==> config.mk <==
export PLATFORM = sky130hd
export DESIGN_NAME = cvl_controller
export DESIGN_NICKNAME = d
export VERILOG_FILES = /design/src/sv/cvl_pkg.sv /design/src/sv/cvl_controller.sv
export SDC_FILE = /design/constraint.sdc
export NUM_CORES = 1
export LEC_CHECK = 0
export BUFFER_PORTS_ARGS = -buffer_cell sky130_fd_sc_hd__buf_2
export CAP_MARGIN = 20
export CORE_AREA = 2 2 39 41
export CTS_BUF_LIST = sky130_fd_sc_hd__clkbuf_4 sky130_fd_sc_hd__clkbuf_8 sky130_fd_sc_hd__clkbuf_16
export CTS_CLUSTER_DIAMETER = 100
export DETAILED_ROUTE_END_ITERATION = 8
export DIE_AREA = 0 0 41 43
export SYNTH_ARGS = -nofsm -noshare
export SYNTH_HDL_FRONTEND = slang
export SYNTH_SLANG_ARGS = --single-unit
==> constraint.sdc <==
create_clock -name clock -period 1.4 [get_ports clock]
set_input_delay 0.07 -clock clock [delete_from_list [all_inputs] [get_ports clock]]
set_output_delay 0.07 -clock clock [all_outputs]
set_load 0.1 [all_outputs]
==> src/sv/cvl_pkg.sv <==
`default_nettype none
// ----------------------------------------------------------------------------
// cvl_pkg
// Shared types and constants for the compacting value list.
// ----------------------------------------------------------------------------
package cvl_pkg;

   localparam int COMMAND_W   = 2;
   localparam int VALUE_W     = 32;
   localparam int STATUS_W    = 2;
   localparam int INDEX_OUT_W = 7;
   localparam int OCC_OUT_W   = 8;
   localparam int GROUP_SIZE  = 16;
   localparam int LOC_W       = $clog2(GROUP_SIZE);

   typedef enum logic [COMMAND_W-1:0] {
      CMD_APPEND = 2'd0,
      CMD_DELETE = 2'd1,
      CMD_SEARCH = 2'd2,
      CMD_MODIFY = 2'd3
   } cvl_cmd_type;

   typedef enum logic [STATUS_W-1:0] {
      ST_OK      = 2'd0,
      ST_FULL    = 2'd1,
      ST_EMPTY   = 2'd2,
      ST_NOMATCH = 2'd3
   } cvl_status_type;

   typedef enum logic [2:0] {
      S_IDLE,
      S_MATCH,
      S_GROUP,
      S_RESOLVE,
      S_COMMIT
   } cvl_state_type;

   typedef struct packed {
      logic load;
      logic match;
      logic group;
      logic resolve;
      logic commit;
   } cvl_ctrl_type;

endpackage
`default_nettype wire

==> src/sv/cvl_controller.sv <==
`default_nettype none
// ----------------------------------------------------------------------------
// cvl_controller
// Sequences one command through compare, encode, resolve and commit steps.
// ----------------------------------------------------------------------------
module cvl_controller
   import cvl_pkg::*;
(
   input  logic         clock,
   input  logic         reset,
   input  logic         req_valid,
   output logic         req_ready,
   output logic         rsp_valid,
   input  logic         rsp_ready,
   output cvl_ctrl_type ctrl
);

   cvl_state_type state_ff, state_in;
   logic          rsp_valid_ff, rsp_valid_in;

   always_ff @(posedge clock) begin
      if (reset) begin
         state_ff     <= S_IDLE;
         rsp_valid_ff <= 1'b0;
      end else begin
         state_ff     <= state_in;
         rsp_valid_ff <= rsp_valid_in;
      end
   end

   always_comb begin
      state_in     = state_ff;
      ctrl         = '0;
      req_ready    = 1'b0;
      rsp_valid_in = rsp_valid_ff && !rsp_ready;
      case (state_ff)
         S_IDLE: begin
            req_ready = 1'b1;
            if (req_valid) begin
               ctrl.load = 1'b1;
               state_in  = S_MATCH;
            end
         end
         S_MATCH: begin
            ctrl.match = 1'b1;
            state_in   = S_GROUP;
         end
         S_GROUP: begin
            ctrl.group = 1'b1;
            state_in   = S_RESOLVE;
         end
         S_RESOLVE: begin
            ctrl.resolve = 1'b1;
            state_in     = S_COMMIT;
         end
         S_COMMIT: begin
            // The result register must be free or emptied in this cycle.
            if (!rsp_valid_ff || rsp_ready) begin
               ctrl.commit  = 1'b1;
               rsp_valid_in = 1'b1;
               state_in     = S_IDLE;
            end
         end
         default: begin
            state_in = S_IDLE;
         end
      endcase
   end

   assign rsp_valid = rsp_valid_ff;

endmodule
`default_nettype wire

==> flow_metrics.tcl <==
set metrics [dict create \
    cts_hold_buf 0 \
    p_comb_share_pct 47.0 \
    clk_pin_slew_ns 0.04 \
    cap_violations 0 \
    drive_gt1_share_pct 78.9 \
    outcome "finished, final reports clean" \
    final_cell_mix "clkbuf_4 (5), buf_12 (5), buf_4 (5), buf_2 (4), dfxtp_4 (3)" \
    grt_setup_unrepaired "yes" \
    cts_tree "done" \
    cts.htree.levels 1 \
    irDropWorstVdd_uv 407 \
    start_kind "flop" \
    clock_latency_ns 0.24 \
    fin_tns_setup_ns 0 \
    crit_start "state_ff[1]" \
    worst_slew_pin_slew_ns 0.483 \
    power_switching_uw 235 \
    dp_hpwl_um 317 \
    die_h_um 43 \
    wl_per_cell_um 8.41 \
    yosysSeqAreaShare_pct 41.8 \
    grt_overflow 0 \
    clock-sinks 4 \
    cts_buffers 3 \
    rows 14 \
    drtIter0Drc 3 \
    place_congestion 0.642 \
    crit_path_end "ctrl[0]" \
    vias 209 \
    swShare_pct 40.1 \
    power.density_mw_per_mm2 1270 \
    grt_pass1_wl_um 683 \
    antenna_found_initial 0 \
    initial_core_util_pct 13.8 \
    path_class "reg -> out" \
    p_leak_nw 0.198 \
    antenna_left 0 \
    timing.rr.end "state_ff[2]" \
    utilization_pct 33.5 \
    synth_area_um2 191 \
    synthCells 19 \
    grt_usage_pct 6.44 \
    p_seq_share_pct 22.8 \
    crit_chain "or3b_4, nor2b_4, buf_12" \
    setup_slack_ns 0.000862 \
    dieArea_mm2 0.00176 \
    intPower_uw 351 \
    instances_no_fill 54 \
    place_worst_setup_slack_ns 0.181 \
    p_clk_share_pct 30.2 \
    r2r-start "state_ff[1]" \
    relSlewSlack_pct 68.0 \
    fillCellCount 143 \
    ys_ff_latch 4 \
    first_global_vias 180 \
    root_buffer "clkbuf_4" \
    avgSynthCellArea_um2 10.1 \
    grt_max_degree 8 \
    finalCriticalPeriod_ns 1.40 \
    setup-violations-final 0 \
    crit_cells 3 \
    r2r_setup_slack_ns 0.21 \
    syn_nets 23 \
    final_cell_area_um2 463 \
    io_buffers 10 \
    via_per_inst 3.87 \
    period_share_pct 99.9 \
    total_power_uw 586 \
    place_area_um2 388 \
    clock_path_buffers 2 \
    reg2regPathDepth 3 \
    nets 43 \
    slowest_stage "or3b_4" \
    num_antenna_cells 0 \
    hold_viol_final 0 \
    path_buf_inv 1 \
    critical-path-max-stage-delay_ns 0.42 \
    drc 0 \
    finalHoldWorstSlack_ns 0.0531 \
    crit_path_end_kind "output port" \
    worstPathArrival_ns 1.33 \
    cp.required_ns 1.33 \
    first_pass_iters 2 \
    hold_path.class "in -> reg" \
    cpLargestDelayFamily "simple AND/OR/NAND/NOR gates" \
    die_x_um 41 \
    yosysUniqueCellTypes 14 \
    yosys_warnings 0 \
    dp_cells 45 \
    wl_um 454 \
    fmax_mhz 715 \
    path_max_fanout 4 \
    final_max_slew_viol_count 0 \
    finalClockSkew_ns 0.00696 \
    io_pins 11 \
    core_mm2 0.00138 \
    area.growth.synth_to_final_pct 142 \
]
-- worst register-to-register path: cells and delay by family, from the launching register on --
kind	cells	cell delay [ns]
compound gates	1	0.17
buf+inv	1	0.15
simple gates	1	0.42
flops	1	0.35
-- cells in the mapped netlist --
| cell | n | area [um^2] |
|---|---|---|
| xnor2_1 | 1 | 8.76 |
| nor3_1 | 2 | 10.0 |
| nor3b_1 | 2 | 15.0 |
| nor4_1 | 1 | 6.26 |
| o31ai_2 | 1 | 12.5 |
| or3b_4 | 1 | 11.3 |
| and3b_1 | 1 | 8.76 |
| nor2b_1 | 1 | 6.26 |
| a21oi_1 | 1 | 5.00 |
| nor2_1 | 1 | 3.75 |
| or4bb_1 | 1 | 11.3 |
| nand2b_1 | 1 | 6.26 |
| dfxtp_1 | 4 | 80.1 |
| and2_1 | 1 | 6.26 |
-- kinds of logic after synthesis --
family	after synthesis	share of synthesized area, %
AOI/OAI and AO/OA	2	9.15
xor gates and xnor gates	1	4.58
DFF	4	41.8
and+or+nand+nor	12	44.4
-- power by group through the flow --
stage	clock network (mW)	logic, mW	registers (mW)
floorplan	0	0.176	0.146
global placement	0	0.246	0.146
detailed placement	0	0.246	0.147
CTS	0.190	0.274	0.133
global route	0.194	0.286	0.135
finish	0.177	0.276	0.133
-- layout make-up --
class                   instances  area (um^2)  share of cell area [%]
well taps                      16         20.0                    4.32
clock buffers                   4         30.0                    6.49
repair buffers                 15          165                    35.7
flip-flops and latches          4         92.6                    20.0
multi-input cells              15          155                    33.5
-- per-layer routing --
| layer | wire length (um) | track usage, % |
|---|---|---|
| met5 | 0 | 0 |
| met4 | 0 | 6.00 |
| met3 | 53 | 4.71 |
| met2 | 189 | 7.19 |
| met1 | 210 | 7.44 |
-- state kept, by name (all words and copies together) (netlist names) --
register,flops
state_ff,3
rsp_valid,1
-- worst min path at each step --
| stage | depth (start not counted) | end | slack (ns) | from |
|---|---|---|---|---|
| after floorplan | 1 | rsp_valid | 0.13 | reset |
| after global placement | 2 | state_ff[1] | 0.30 | reset |
| after detailed placement | 2 | state_ff[1] | 0.30 | reset |
| after CTS | 2 | state_ff[1] | 0.04 | reset |
| after global routing | 2 | state_ff[1] | 0.07 | reset |
| final | 2 | state_ff[1] | 0.05 | reset |
-- what timing repair did --
item	in CTS	in global routing
setup buffers	4	1
resized for setup	2	1
setup endpoints to repair	1	2
pin swaps	1	1
Power figures use the tool's default switching activity.
